`src/rtl/core/calf_pkg.sv`:
```
// Package with types, constants and reset table contents for the card access lockout block.
package calf_pkg;

    localparam int TABLE_SLOTS_DEF   = 16;
    localparam int UID_MAX_BYTES_DEF = 10;

    localparam logic [3:0]  FAIL_LIMIT_RST   = 4'd3;
    localparam logic [15:0] LOCKOUT_TIME_RST = 16'd5000;
    localparam logic [15:0] HOLD_TIME_RST    = 16'd500;
    localparam logic [3:0]  CONFIRM_RST      = 4'd3;

    localparam logic [63:0] CARD0_UID = 64'h0000_0000_0724_b886;
    localparam logic [63:0] CARD1_UID = 64'h0000_0000_0724_da52;

    localparam logic [2:0] CFG_FAIL_LIMIT   = 3'd0;
    localparam logic [2:0] CFG_LOCKOUT_TIME = 3'd1;
    localparam logic [2:0] CFG_SUCCESS_HOLD = 3'd2;
    localparam logic [2:0] CFG_FAIL_HOLD    = 3'd3;
    localparam logic [2:0] CFG_CONFIRM      = 3'd4;
    localparam logic [2:0] CFG_READER_READY = 3'd5;

    typedef enum logic [1:0] {
        EV_NONE    = 2'd0,
        EV_SUCCESS = 2'd1,
        EV_FAIL    = 2'd2,
        EV_LOCKOUT = 2'd3
    } t_event;

    typedef enum logic [2:0] {
        ST_IDLE        = 3'd0,
        ST_POLL        = 3'd1,
        ST_VERIFY      = 3'd2,
        ST_OK_FB       = 3'd3,
        ST_FAIL_FB     = 3'd4,
        ST_WAIT_REMOVE = 3'd5,
        ST_LOCK        = 3'd6
    } t_state;

    typedef enum logic [2:0] {
        SQ_IDLE   = 3'd0,
        SQ_SEARCH = 3'd1,
        SQ_FREE   = 3'd2,
        SQ_FIN    = 3'd3,
        SQ_OUT    = 3'd4
    } t_seq;

    typedef struct packed {
        logic [31:0] now_time;
        logic        enable;
        logic        register_request;
        logic        card_ok;
        logic [3:0]  card_uid_size;
        logic [63:0] card_uid_low;
        logic [15:0] card_uid_high;
    } t_in_item;

    typedef struct packed {
        logic [1:0]  event_code;
        logic        uid_present;
        logic [4:0]  slot_index;
        logic [3:0]  out_uid_size;
        logic [63:0] out_uid_low;
        logic [15:0] out_uid_high;
    } t_out_item;

    typedef struct packed {
        logic start;
        logic clear;
    } t_cmp_ctl;

endpackage

```
`src/rtl/core/calf_uid_cmp.sv`:
```
// Byte-serial comparator of a stored UID against the polled UID.
module calf_uid_cmp #(
    parameter int UID_MAX_BYTES = calf_pkg::UID_MAX_BYTES_DEF
) (
    input  logic                   i_clk,
    input  calf_pkg::t_cmp_ctl     i_ctl,
    input  logic [79:0]            i_a,
    input  logic [79:0]            i_b,
    input  logic [3:0]             i_size,
    output logic                   o_done,
    output logic                   o_equal
);
    import calf_pkg::*;

    localparam logic [3:0] MAXB = 4'(UID_MAX_BYTES);

    logic [79:0] r_a, r_b;
    logic [3:0]  r_left;
    logic        r_eq, r_busy;

    always_ff @(posedge i_clk) begin
        if (i_ctl.clear) begin
            r_busy <= 1'b0;
        end else if (i_ctl.start) begin
            r_a    <= i_a;
            r_b    <= i_b;
            r_left <= (i_size < MAXB) ? i_size : MAXB;
            r_eq   <= 1'b1;
            r_busy <= 1'b1;
        end else if (r_busy) begin
            if (r_left == 4'd0) begin
                r_busy <= 1'b0;
            end else begin
                if (r_a[7:0] != r_b[7:0]) begin
                    r_eq <= 1'b0;
                end
                r_a    <= {8'd0, r_a[79:8]};
                r_b    <= {8'd0, r_b[79:8]};
                r_left <= r_left - 4'd1;
            end
        end
    end

    assign o_done  = r_busy && (r_left == 4'd0);
    assign o_equal = r_eq;
endmodule

```
`src/rtl/core/card_access_lockout_fsm.sv`:
```
// Top level of the card access controller with failure lockout.
// One item is in flight at a time; the next item can be taken in the cycle after the result item leaves.
// A poll outside verify hands its result over through SQ_OUT. Verify reads each slot in turn and
// byte-compares it on a size match, then, for an unknown card in register mode, scans for a free
// slot, and hands its result over through SQ_FIN.
// Synchronous active-low reset restores the registers, the two preloaded cards and idle.
module card_access_lockout_fsm #(
    parameter int TABLE_SLOTS   = calf_pkg::TABLE_SLOTS_DEF,
    parameter int UID_MAX_BYTES = calf_pkg::UID_MAX_BYTES_DEF
) (
    input  logic                i_clk,
    input  logic                i_rst_n,
    input  logic                i_valid,
    output logic                o_stall,
    input  calf_pkg::t_in_item  i_item,
    output logic                o_valid,
    input  logic                i_stall,
    output calf_pkg::t_out_item o_item,
    input  logic                i_cfg_valid,
    output logic                o_cfg_ready,
    input  logic [2:0]          i_cfg_index,
    input  logic [15:0]         i_cfg_data
);
    import calf_pkg::*;

    localparam int SW = (TABLE_SLOTS > 1) ? $clog2(TABLE_SLOTS) : 1;
    localparam logic [SW:0] LAST = (SW+1)'(TABLE_SLOTS - 1);

    // Configuration registers.
    logic [3:0]  r_fail_limit, r_confirm;
    logic [15:0] r_lock_time, r_ok_hold, r_fail_hold;
    logic        r_ready;

    // Controller state.
    t_state      r_st;
    logic [3:0]  r_det, r_fail;
    logic [31:0] r_fb_dl, r_lk_dl;

    // Table: valid bits in flops, entries in a memory with a registered read.
    // Entries never written read back only behind a clear valid bit.
    logic [TABLE_SLOTS-1:0] r_used;
    logic [83:0] mem [TABLE_SLOTS];
    logic [83:0] r_rd;

    // Sequencer.
    t_seq        r_sq, n_sq;
    t_in_item    r_in;
    logic [SW:0] r_k;
    logic        r_found, r_rdv, r_wait;
    logic [SW-1:0] r_hit;
    t_out_item   r_out;
    logic        r_ov;

    t_cmp_ctl    cmp_ctl;
    logic        cmp_done, cmp_eq;

    assign o_stall     = (r_sq != SQ_IDLE) || r_ov;
    assign o_cfg_ready = 1'b1;
    assign o_valid     = r_ov;
    assign o_item      = r_out;

    wire accept = i_valid && !o_stall;

    // Slot entry read address walks with r_k; r_rdv marks r_rd as that slot's data.
    wire slot_hit_size = r_used[r_k[SW-1:0]] && (r_rd[83:80] == r_in.card_uid_size);
    assign cmp_ctl.start = (r_sq == SQ_SEARCH) && r_rdv && !r_wait && slot_hit_size;
    assign cmp_ctl.clear = !i_rst_n;

    calf_uid_cmp #(.UID_MAX_BYTES(UID_MAX_BYTES)) u_cmp (
        .i_clk  (i_clk),
        .i_ctl  (cmp_ctl),
        .i_a    (r_rd[79:0]),
        .i_b    ({r_in.card_uid_high, r_in.card_uid_low}),
        .i_size (r_in.card_uid_size),
        .o_done (cmp_done),
        .o_equal(cmp_eq)
    );

    always_ff @(posedge i_clk) begin
        r_rd <= mem[r_k[SW-1:0]];
        if (!i_rst_n) begin
            mem[0] <= {4'd4, 16'd0, CARD0_UID};
            mem[1] <= {4'd4, 16'd0, CARD1_UID};
        end else if (r_sq == SQ_FIN && !r_found && r_in.register_request && !r_k[SW]) begin
            mem[r_k[SW-1:0]] <= {r_in.card_uid_size, r_in.card_uid_high, r_in.card_uid_low};
        end
    end

    // Next sequencer step.
    always_comb begin
        n_sq = r_sq;
        unique case (r_sq)
            SQ_IDLE: begin
                if (accept) begin
                    if (r_ready && i_item.enable && r_st == ST_VERIFY && i_item.card_ok) begin
                        n_sq = SQ_SEARCH;
                    end else begin
                        n_sq = SQ_OUT;
                    end
                end
            end
            SQ_SEARCH: begin
                if (r_found || r_k > LAST) begin
                    n_sq = (!r_found && r_in.register_request) ? SQ_FREE : SQ_FIN;
                end
            end
            SQ_FREE: begin
                if (r_k > LAST || !r_used[r_k[SW-1:0]]) begin
                    n_sq = SQ_FIN;
                end
            end
            SQ_FIN:  n_sq = SQ_IDLE;
            SQ_OUT:  n_sq = SQ_IDLE;
            default: n_sq = SQ_IDLE;
        endcase
    end

    always_ff @(posedge i_clk) begin
        if (!i_rst_n) begin
            r_fail_limit <= FAIL_LIMIT_RST;
            r_lock_time  <= LOCKOUT_TIME_RST;
            r_ok_hold    <= HOLD_TIME_RST;
            r_fail_hold  <= HOLD_TIME_RST;
            r_confirm    <= CONFIRM_RST;
            r_ready      <= 1'b1;
            r_st   <= ST_IDLE;
            r_det  <= 4'd0;
            r_fail <= 4'd0;
            r_fb_dl <= 32'd0;
            r_lk_dl <= 32'd0;
            r_used <= TABLE_SLOTS'(2'b11);
            r_sq  <= SQ_IDLE;
            r_ov  <= 1'b0;
            r_k   <= '0;
            r_rdv <= 1'b0;
            r_wait <= 1'b0;
            r_found <= 1'b0;
        end else begin
            if (i_cfg_valid) begin
                unique case (i_cfg_index)
                    CFG_FAIL_LIMIT:   r_fail_limit <= i_cfg_data[3:0];
                    CFG_LOCKOUT_TIME: r_lock_time  <= i_cfg_data;
                    CFG_SUCCESS_HOLD: r_ok_hold    <= i_cfg_data;
                    CFG_FAIL_HOLD:    r_fail_hold  <= i_cfg_data;
                    CFG_CONFIRM:      r_confirm    <= i_cfg_data[3:0];
                    CFG_READER_READY: r_ready      <= i_cfg_data[0];
                    default: ;
                endcase
            end
            if (r_ov && !i_stall) begin
                r_ov <= 1'b0;
            end
            r_sq <= n_sq;
            unique case (r_sq)
                SQ_IDLE: begin
                    if (accept) begin
                        r_in  <= i_item;
                        r_k   <= '0;
                        r_rdv <= 1'b0;
                        r_wait <= 1'b0;
                        r_found <= 1'b0;
                    end
                end
                SQ_SEARCH: begin
                    // A slot first waits for its registered read, then takes a byte compare if sizes match.
                    if (!r_found && r_k <= LAST) begin
                        if (!r_rdv) begin
                            r_rdv <= 1'b1;
                        end else if (cmp_ctl.start) begin
                            r_wait <= 1'b1;
                        end else if (r_wait) begin
                            if (cmp_done) begin
                                r_wait <= 1'b0;
                                if (cmp_eq) begin
                                    r_found <= 1'b1;
                                    r_hit   <= r_k[SW-1:0];
                                end else begin
                                    r_k <= r_k + 1'b1;
                                    r_rdv <= 1'b0;
                                end
                            end
                        end else begin
                            r_k <= r_k + 1'b1;
                            r_rdv <= 1'b0;
                        end
                    end else if (n_sq == SQ_FREE) begin
                        r_k <= '0;
                    end
                end
                SQ_FREE: begin
                    if (n_sq == SQ_SEARCH || n_sq == SQ_FREE) begin
                        r_k <= r_k + 1'b1;
                    end
                end
                SQ_FIN: begin
                    // Verify outcome.
                    r_ov <= 1'b1;
                    r_out.uid_present  <= 1'b1;
                    r_out.out_uid_size <= r_in.card_uid_size;
                    r_out.out_uid_low  <= r_in.card_uid_low;
                    r_out.out_uid_high <= r_in.card_uid_high;
                    if (r_found || (r_in.register_request && !r_k[SW])) begin
                        if (!r_found) begin
                            r_used[r_k[SW-1:0]] <= 1'b1;
                        end
                        r_fail <= 4'd0;
                        r_st   <= ST_OK_FB;
                        r_fb_dl <= r_in.now_time + {16'd0, r_ok_hold};
                        r_out.event_code <= EV_SUCCESS;
                        r_out.slot_index <= r_found ? 5'({1'b0, r_hit})
                                                    : 5'(r_k[SW-1:0]);
                    end else begin
                        r_out.slot_index <= 5'h1f;
                        if (((r_fail < 4'd15) ? r_fail + 4'd1 : r_fail) >= r_fail_limit) begin
                            r_st <= ST_LOCK;
                            r_fb_dl <= r_in.now_time;
                            r_lk_dl <= r_in.now_time + {16'd0, r_lock_time};
                            r_out.event_code <= EV_LOCKOUT;
                        end else begin
                            r_st <= ST_FAIL_FB;
                            r_fb_dl <= r_in.now_time + {16'd0, r_fail_hold};
                            r_out.event_code <= EV_FAIL;
                        end
                        if (r_fail < 4'd15) begin
                            r_fail <= r_fail + 4'd1;
                        end
                    end
                end
                SQ_OUT: begin
                    // Every poll that needs no table search.
                    r_ov <= 1'b1;
                    r_out <= '{EV_NONE, 1'b0, 5'h1f, 4'd0, 64'd0, 16'd0};
                    if (r_ready) begin
                        if (!r_in.enable && r_st != ST_IDLE) begin
                            r_st <= ST_IDLE;
                            r_det <= 4'd0;
                            r_fail <= 4'd0;
                            r_fb_dl <= r_in.now_time;
                            r_lk_dl <= r_in.now_time;
                        end else begin
                            unique case (r_st)
                                ST_IDLE: begin
                                    if (r_in.enable) begin
                                        r_det <= 4'd0;
                                        r_st <= ST_POLL;
                                        r_fb_dl <= r_in.now_time;
                                    end
                                end
                                ST_POLL: begin
                                    if (r_in.card_ok) begin
                                        if (((r_det < 4'd15) ? r_det + 4'd1 : r_det)
                                            >= r_confirm) begin
                                            r_det <= 4'd0;
                                            r_st <= ST_VERIFY;
                                            r_fb_dl <= r_in.now_time;
                                        end else if (r_det < 4'd15) begin
                                            r_det <= r_det + 4'd1;
                                        end
                                    end else begin
                                        r_det <= 4'd0;
                                    end
                                end
                                ST_VERIFY: begin
                                    r_st <= ST_POLL;
                                    r_fb_dl <= r_in.now_time;
                                end
                                ST_OK_FB, ST_FAIL_FB: begin
                                    if (r_in.now_time >= r_fb_dl) begin
                                        r_st <= ST_WAIT_REMOVE;
                                        r_fb_dl <= r_in.now_time;
                                    end
                                end
                                ST_WAIT_REMOVE: begin
                                    if (!r_in.card_ok) begin
                                        r_det <= 4'd0;
                                        r_st <= ST_POLL;
                                        r_fb_dl <= r_in.now_time;
                                    end
                                end
                                ST_LOCK: begin
                                    if (r_in.now_time >= r_lk_dl) begin
                                        r_fail <= 4'd0;
                                        r_det <= 4'd0;
                                        r_st <= ST_POLL;
                                        r_fb_dl <= r_in.now_time;
                                    end
                                end
                                default: begin
                                    r_st <= ST_IDLE;
                                    r_det <= 4'd0;
                                    r_fail <= 4'd0;
                                    r_fb_dl <= r_in.now_time;
                                    r_lk_dl <= r_in.now_time;
                                end
                            endcase
                        end
                    end
                end
                default: ;
            endcase
        end
    end
endmodule

```
`config.mk`:
```
export PLATFORM = sky130hd
export DESIGN_NAME = card_access_lockout_fsm
export DESIGN_NICKNAME = d
export VERILOG_FILES = /design/src/rtl/core/calf_pkg.sv /design/src/rtl/core/calf_uid_cmp.sv /design/src/rtl/core/card_access_lockout_fsm.sv
export SDC_FILE = /design/constraint.sdc
export NUM_CORES = 2
export LEC_CHECK = 0
export BUFFER_PORTS_ARGS = -buffer_cell sky130_fd_sc_hd__buf_2
export CAP_MARGIN = 30
export CORE_MARGIN = 3
export CORE_UTILIZATION = 31
export DETAILED_ROUTE_END_ITERATION = 7
export SYNTH_ARGS = -nofsm -noshare
export SYNTH_HDL_FRONTEND = slang
export SYNTH_SLANG_ARGS = --single-unit
```
`constraint.sdc`:
```
create_clock -name i_clk -period 11.9 [get_ports i_clk]
set_input_delay 0.595 -clock i_clk [delete_from_list [all_inputs] [get_ports i_clk]]
set_output_delay 0.595 -clock i_clk [all_outputs]
set_load 0.02 [all_outputs]
```
; Word-level counts from Yosys, hierarchy flattened
; Memory sizes are Yosys's and may differ from the RTL's. A register that Yosys moved wholly into a read port is not among the register bits.
; Index checks and enable logic that the tools add are counted.
[totals]
ram_bits = 1344
ff_bits = 541
memories = 1
input_bits = 143
out_inout_bits = 95
[classes]
n_addsub = 7
reduce_logical = 68
mux = 115
order_cmp = 11
n_eq_ne = 48
n_bitwise = 3
[memory_table]
columns = memory, words, width, rd, rd_clocked_by_memory_dff, wr, line_no
row1 = mem, 16, 84, 1, 1, 2, card_access_lockout_fsm.sv:42  ; logic [83:0] mem [TABLE_SLOTS];
[op_table]
columns = cell, n
row1 = $mux W32, 15
row2 = $mux W80, 6
row3 = $pmux W92 S2, 1
row4 = $pmux W32 S5, 1
row5 = $pmux W32 S2, 2
row6 = $add A32 B16 Y32, 3
row7 = $mux W84, 1
row8 = $reduce_or A84 Y1, 1
row9 = $mux W4, 17
row10 = $ge A32 B32 Y1, 2
row11 = $mux W5, 10
row12 = $mux W3, 13
row13 = $mux W1, 35
row14 = $ne A4 B4 Y1 const B, 8
row15 = $reduce_and A8 Y1, 4
row16 = $eq A3 B2 Y1 const B, 7
row17 = $ne A3 B3 Y1 const B, 7
row18 = $pmux W4 S5, 1
row19 = $eq A3 B3 Y1 const B, 6
row20 = $logic_and A1 B1 Y1, 18
row21 = $ne A2 B2 Y1 const B, 9
row22 = $pmux W3 S6, 1
row23 = $or A16 B16 Y16, 1
row24 = $pmux W4 S2, 2
row25 = 37 further kinds, 81

; Longest topological paths before layout
[logic_depth]
depth_word = 10
mapped_depth = 14
ltp_nobuf = 13

; Cells and area by module
; From an unflattened synthesis, not the netlist that was laid out.
[hier_totals]
hier_cells = 4338
hier_area_um2 = 79274.8
[by_module_without_submodules]
columns = module, cells_per_inst, area_each_um2, seq_area_each_um2, instances
row1 = card_access_lockout_fsm, 3962, 71808.9, 51699.6, 1
row2 = calf_uid_cmp, 376, 7465.9, 4974.8, 1

; Worst setup path after synthesis
; Ideal clock, no wire load.
[synth_timing]
path_type = reg2reg
start = register r_sq[0]
end = register u_cmp.r_eq, in the netlist u_cmp.o_equal, enable pin
path_stages_with_launch = 8
path_buffers = 2
t_required_ns = 11.584
period_less_slack_ns = 10.548
arrival_time_ns = 10.233
setup_slack_ns = 1.352
cell_sequence = dfxtp_1 -> clkbuf_1 -> or3b_2 -> nor2_1 -> nand4_1 -> clkbuf_1 -> a21oi_1 -> o31a_1
[synth_between]
elab_chain_cells = 6
[synth_lines]
columns = element, line_no
row1 = "start, declared", card_access_lockout_fsm.sv:46  ; t_seq r_sq, n_sq;
row2 = "start signal, assigned", card_access_lockout_fsm.sv:153  ; r_sq <= n_sq;
row3 = $eq A3 B1 Y1 (*), card_access_lockout_fsm.sv:66  ; assign cmp_ctl.start = (r_sq == SQ_SEARCH) && r_rdv && !r_wait && slot_hit_size;
row4 = $logic_and A1 B1 Y1 (*) (3 in a row), card_access_lockout_fsm.sv:66
row5 = $ne A2 B2 Y1 (no source line) / $reduce_bool A2 Y1 (equally long branches), -
row6 = $reduce_and A4 Y1 (no source line) (*), -
row7 = "end signal, assigned", calf_uid_cmp.sv:28  ; r_eq <= 1'b1;
row8 = "end signal, assigned", calf_uid_cmp.sv:35  ; r_eq <= 1'b0;
row9 = "end, declared", calf_uid_cmp.sv:19  ; logic r_eq, r_busy;
; Mark *: on every way between the ends. The rest lies on a longest branch, timed or not.
; A chain may end at the register's enable or synchronous reset.

; Worst setup path after layout
[layout_timing]
start = register r_k[0]
end = register u_cmp.r_a[67], enable pin
[layout_between]
elab_chain_cells = 6
[layout_lines]
columns = element, line_no
row1 = "start, declared", card_access_lockout_fsm.sv:48  ; logic [SW:0] r_k;
row2 = "start signal, assigned", card_access_lockout_fsm.sv:178  ; r_k <= r_k + 1'b1;
row3 = "start signal, assigned", card_access_lockout_fsm.sv:183  ; r_k <= r_k + 1'b1;
row4 = "start signal, assigned", card_access_lockout_fsm.sv:192  ; r_k <= r_k + 1'b1;
row5 = $bmux W1 S4 (*), card_access_lockout_fsm.sv:65  ; wire slot_hit_size = r_used[r_k[SW-1:0]] && (r_rd[83:80] == r_in.card_uid_size);
row6 = $mux W1 (implied by the code) (*), card_access_lockout_fsm.sv:65
row7 = $logic_and A1 B1 Y1 (*), card_access_lockout_fsm.sv:65
row8 = $logic_and A1 B1 Y1 (*), card_access_lockout_fsm.sv:66
row9 = $ne A2 B2 Y1 (no source line) / $reduce_bool A2 Y1 (equally long branches), -
row10 = $reduce_and A3 Y1 (no source line) (*), -
row11 = "end signal, assigned", calf_uid_cmp.sv:25  ; r_a <= i_a;
row12 = "end signal, assigned", calf_uid_cmp.sv:37  ; r_a <= {8'd0, r_a[79:8]};
row13 = "end, declared", calf_uid_cmp.sv:17  ; logic [79:0] r_a, r_b;
; Mark *: on every way between the ends. The rest lies on a longest branch, timed or not. The select of a mux whose other input is x is not followed.

==> impl_metrics.toml <==
[sta]
relSlewSlack_pct = 6.665
period_minus_slack_ns = 5.354
period_share_pct = 44.99
max_freq_mhz = 186.8
setup_tns_ns = 0
worst_slew_pin_slew_ns = 1.400
rsz0062_at_grt = "false"
setup_violations = 0
slew_violations = 0
clock_skew_ns = 0.1221
hold_viol_final = 0

[clock_tree]
cts-resized-gates = 0
cts_tree = "done"
insertion_delay_ns = 0.90
clkTransAtPathRegs_ns = 0.06
clk_path_buf_depth = 4
numCtsBuffers = 216
cts_hold_buffers = 115
h-tree-depth = 4
cts-root-buf = "clkbuf_16"
cts_sinks = 1969
postCtsSetupBuffers = 0

[worst_setup_path]
max_stage_delay_ns = 0.74
crit_start = "r_k[0]$_SDFFE_PN0P_"
required_ns = 12.31
critPathMaxFanout = 161
reg2reg_depth = 7
critPathCapture = "u_cmp.r_a[67]$_DFFE_PP_"
cpMaxStageDelayCell = "dfxtp_4"
r2r-start = "r_k[0]$_SDFFE_PN0P_"
r2r_slack_ns = 6.55
critical_path.startpoint_type = "register"
cp-end-kind = "register"
worst_ep_arrival_time_ns = 5.76
timing.rr.end = "u_cmp.r_a[67]$_DFFE_PP_"
critical_path_class = "reg2reg"
path_cells = "buf_4, buf_12, mux4_2, mux4_2, nand4_1, a21oi_4, buf_12"

[yosys]
synth_top_area_share_pct = 65.82
avgSynthCellArea_um2 = 16.96
syn_inst = 4638
synth_warnings = 0
synth_top_area_cell = "edfxtp_1"
synth.most_common_cell = "edfxtp_1"
netlist_area_mm2 = 0.07865
syn_nets = 4913
synth-async-reset-ratio_pct = 0
synth_ff_type = "edfxtp_1"
synth-seq-cells = 1969
synth_commonest_cells = "1724 x edfxtp_1, 612 x nand2_1, 425 x mux4_2"
synth_area_leaders = "edfxtp_1 66%, mux4_2 12%, dfxtp_1 6.2%"
synth_edf_count = 1724
yosys.cell_types.count = 72
ys_seq_area_share_pct = 72.06

[power_and_ir_drop]
pwr-share-clk_pct = 45.2
swShare_pct = 21.13
p_comb_share_pct = 3.1
p_leak_nw = 30.50
p_sw_mw = 3.145
vdd_drop_max_mv = 0.1287
power_density_mw_per_mm2 = 160.9
internal-power_mw = 11.74
power_frac_seq_pct = 51.7

[floorplanning]
coreArea_mm2 = 0.2519
start_util_pct = 31.23
fp.dieH_um = 509.7
ios = 238
rows = 184
dieArea_mm2 = 0.2598
fp.dieW_um = 509.7

[drt]
wire_per_inst_um = 23.40
drt-pass1-iter-count = 5
drc = 0
first_iter_violations = 3939
antenna_left = 0
num_vias = 42751
viasPerCell = 4.977
finalWirelength_um = 201000

[placed_design]
gp_congestion = 0.8096
dp_hpwl_um = 116800
portBuffers = 236

[layout]
ff_latch_area_mm2 = 0.05669
finalNetCount = 5337
drive_above_1_share_pct = 21.41
multi_input_area_mm2 = 0.02087
num-fill-cells = 23332
fin_util_pct = 36.73
area_delta_synth_final_pct = 17.62

[status]
outcome = "completed"

[grt]
grt_pass1_wl_um = 297200
grt_pass1_vias = 43635
grt_antenna_before_repair = 9
grt_max_degree = 162
overflow = 0
grt_use_total_pct = 15.24

[min_path]
min_path_type = "in2reg"

[flow_run]
maxCapViolations = 0
[per-layer routing]
layer  up-vias  share of wire, %  GRT usage, %
met5         -                 0             0
met3       284               5.9         2.270
met2      1330                48         25.02
met1     22345                44         21.26
met4         0               2.2         3.825
li1      18792                 -             -
[power by group through the flow]
stage               clock network, mW  logic [mW]  registers, mW
detailed placement                  0       0.432           7.84
finish                           6.73       0.460           7.69
global route                     7.17       0.514           7.70
CTS                              6.91       0.465           7.69
global placement                    0       0.421           7.84
floorplan                           0       0.267           7.80
[critical path: cells and delay by family, from the launching register on]
kind,cells,cell delay [ns]
buf+inv,3,1.81
mux,2,0.64
simple gates,1,0.59
flops,1,0.74
compound gates,1,0.48
[sequential cells by signal, summed over array words and instances (netlist names), 4 cells and up]
register and cells:
u_cmp.r_b 80, u_cmp.r_a 80, r_det 4, r_k 5, r_used 16, r_ok_hold 16, r_fail_hold 16, r_fail 4
r_rd 84, u_cmp.r_left 4, o_item 92, r_fail_limit 4, r_in 119, r_confirm 4, r_hit 4, r_fb_dl 32
r_lk_dl 32, r_lock_time 16, mem 1344
[final cells by class]
type | count | share of cell area [%]
Clock inverter | 85 | 1.071
Multi-Input combinational cell | 2327 | 22.56
Sequential cell | 1969 | 61.28
Timing Repair Buffer | 438 | 3.469
Clock buffer | 308 | 6.642
Inverter | 110 | 0.4490
Tap cell | 3348 | 4.528
Antenna cell | 4 | 0.01082
[kinds of logic (layout without fill, tap and decap cells)]
group,after synthesis,in the layout,share of synthesized area (%)
buffers and inverters,342,941,1.646
adder cells (fa/ha/maj),132,132,2.128
other,1,5,0.004768
AO/OA/AOI/OAI,475,475,3.751
multiplexers,444,444,12.41
flip-flops,1969,1969,72.06
XOR/XNOR,58,58,0.6459
AND/OR/NAND/NOR,1217,1217,7.354
[cell usage in the layout (no fill, tap or decap), drive strengths merged, types with 24 or more instances in the layout]
cell            n
dlygate4sd3   115
and3           25
a31oi          29
a21oi         152
inv           119
clkinv         50
a211oi         34
nand3          48
clkbuf        308
edfxtp       1724
nor3           31
nand2         612
a21o           36
dfxtp         245
xor2           24
xnor2          34
nand2b         47
mux4          425
buf           323
nor2          108
and2          245
ha            129
o21ai         106
[how the worst min path moves through the flow]
stage	slack, ns	endpoint	depth (start not counted)	start
after floorplan	0.41	r_hit[2]$_DFFE_PP_	0	r_k[2]$_SDFFE_PN0P_
after global placement	0.43	r_used[11]$_SDFFE_PN0P_	1	r_used[11]$_SDFFE_PN0P_
after detailed placement	0.44	r_used[7]$_SDFFE_PN0P_	1	r_used[7]$_SDFFE_PN0P_
after CTS	0.004	r_in[81]$_DFFE_PP_	1	i_item[81]
after global routing	0.01	r_in[81]$_DFFE_PP_	1	i_item[81]
final	0.03	r_in[81]$_DFFE_PP_	1	i_item[81]
[stage by stage]
| step | power [mW] | worst slack (ns) | cells | area, µm² | hold WS, ns |
|---|---|---|---|---|---|
| floorplan | 8.063 | 1.352 | 4638 | 78650 | 0.4064 |
| global placement | 8.257 | 6.046 | 8064 | 83940 | 0.4279 |
| detailed placement | 8.271 | 6.424 | 8075 | 84170 | 0.4389 |
| CTS | 15.07 | 6.414 | 8583 | 92460 | 0.003911 |
| global route | 15.39 | 6.197 | 8585 | 92510 | 0.01032 |
| finish | 14.89 | 6.546 | 8589 | 92520 | 0.03099 |
(Power assumes the default switching activity.)
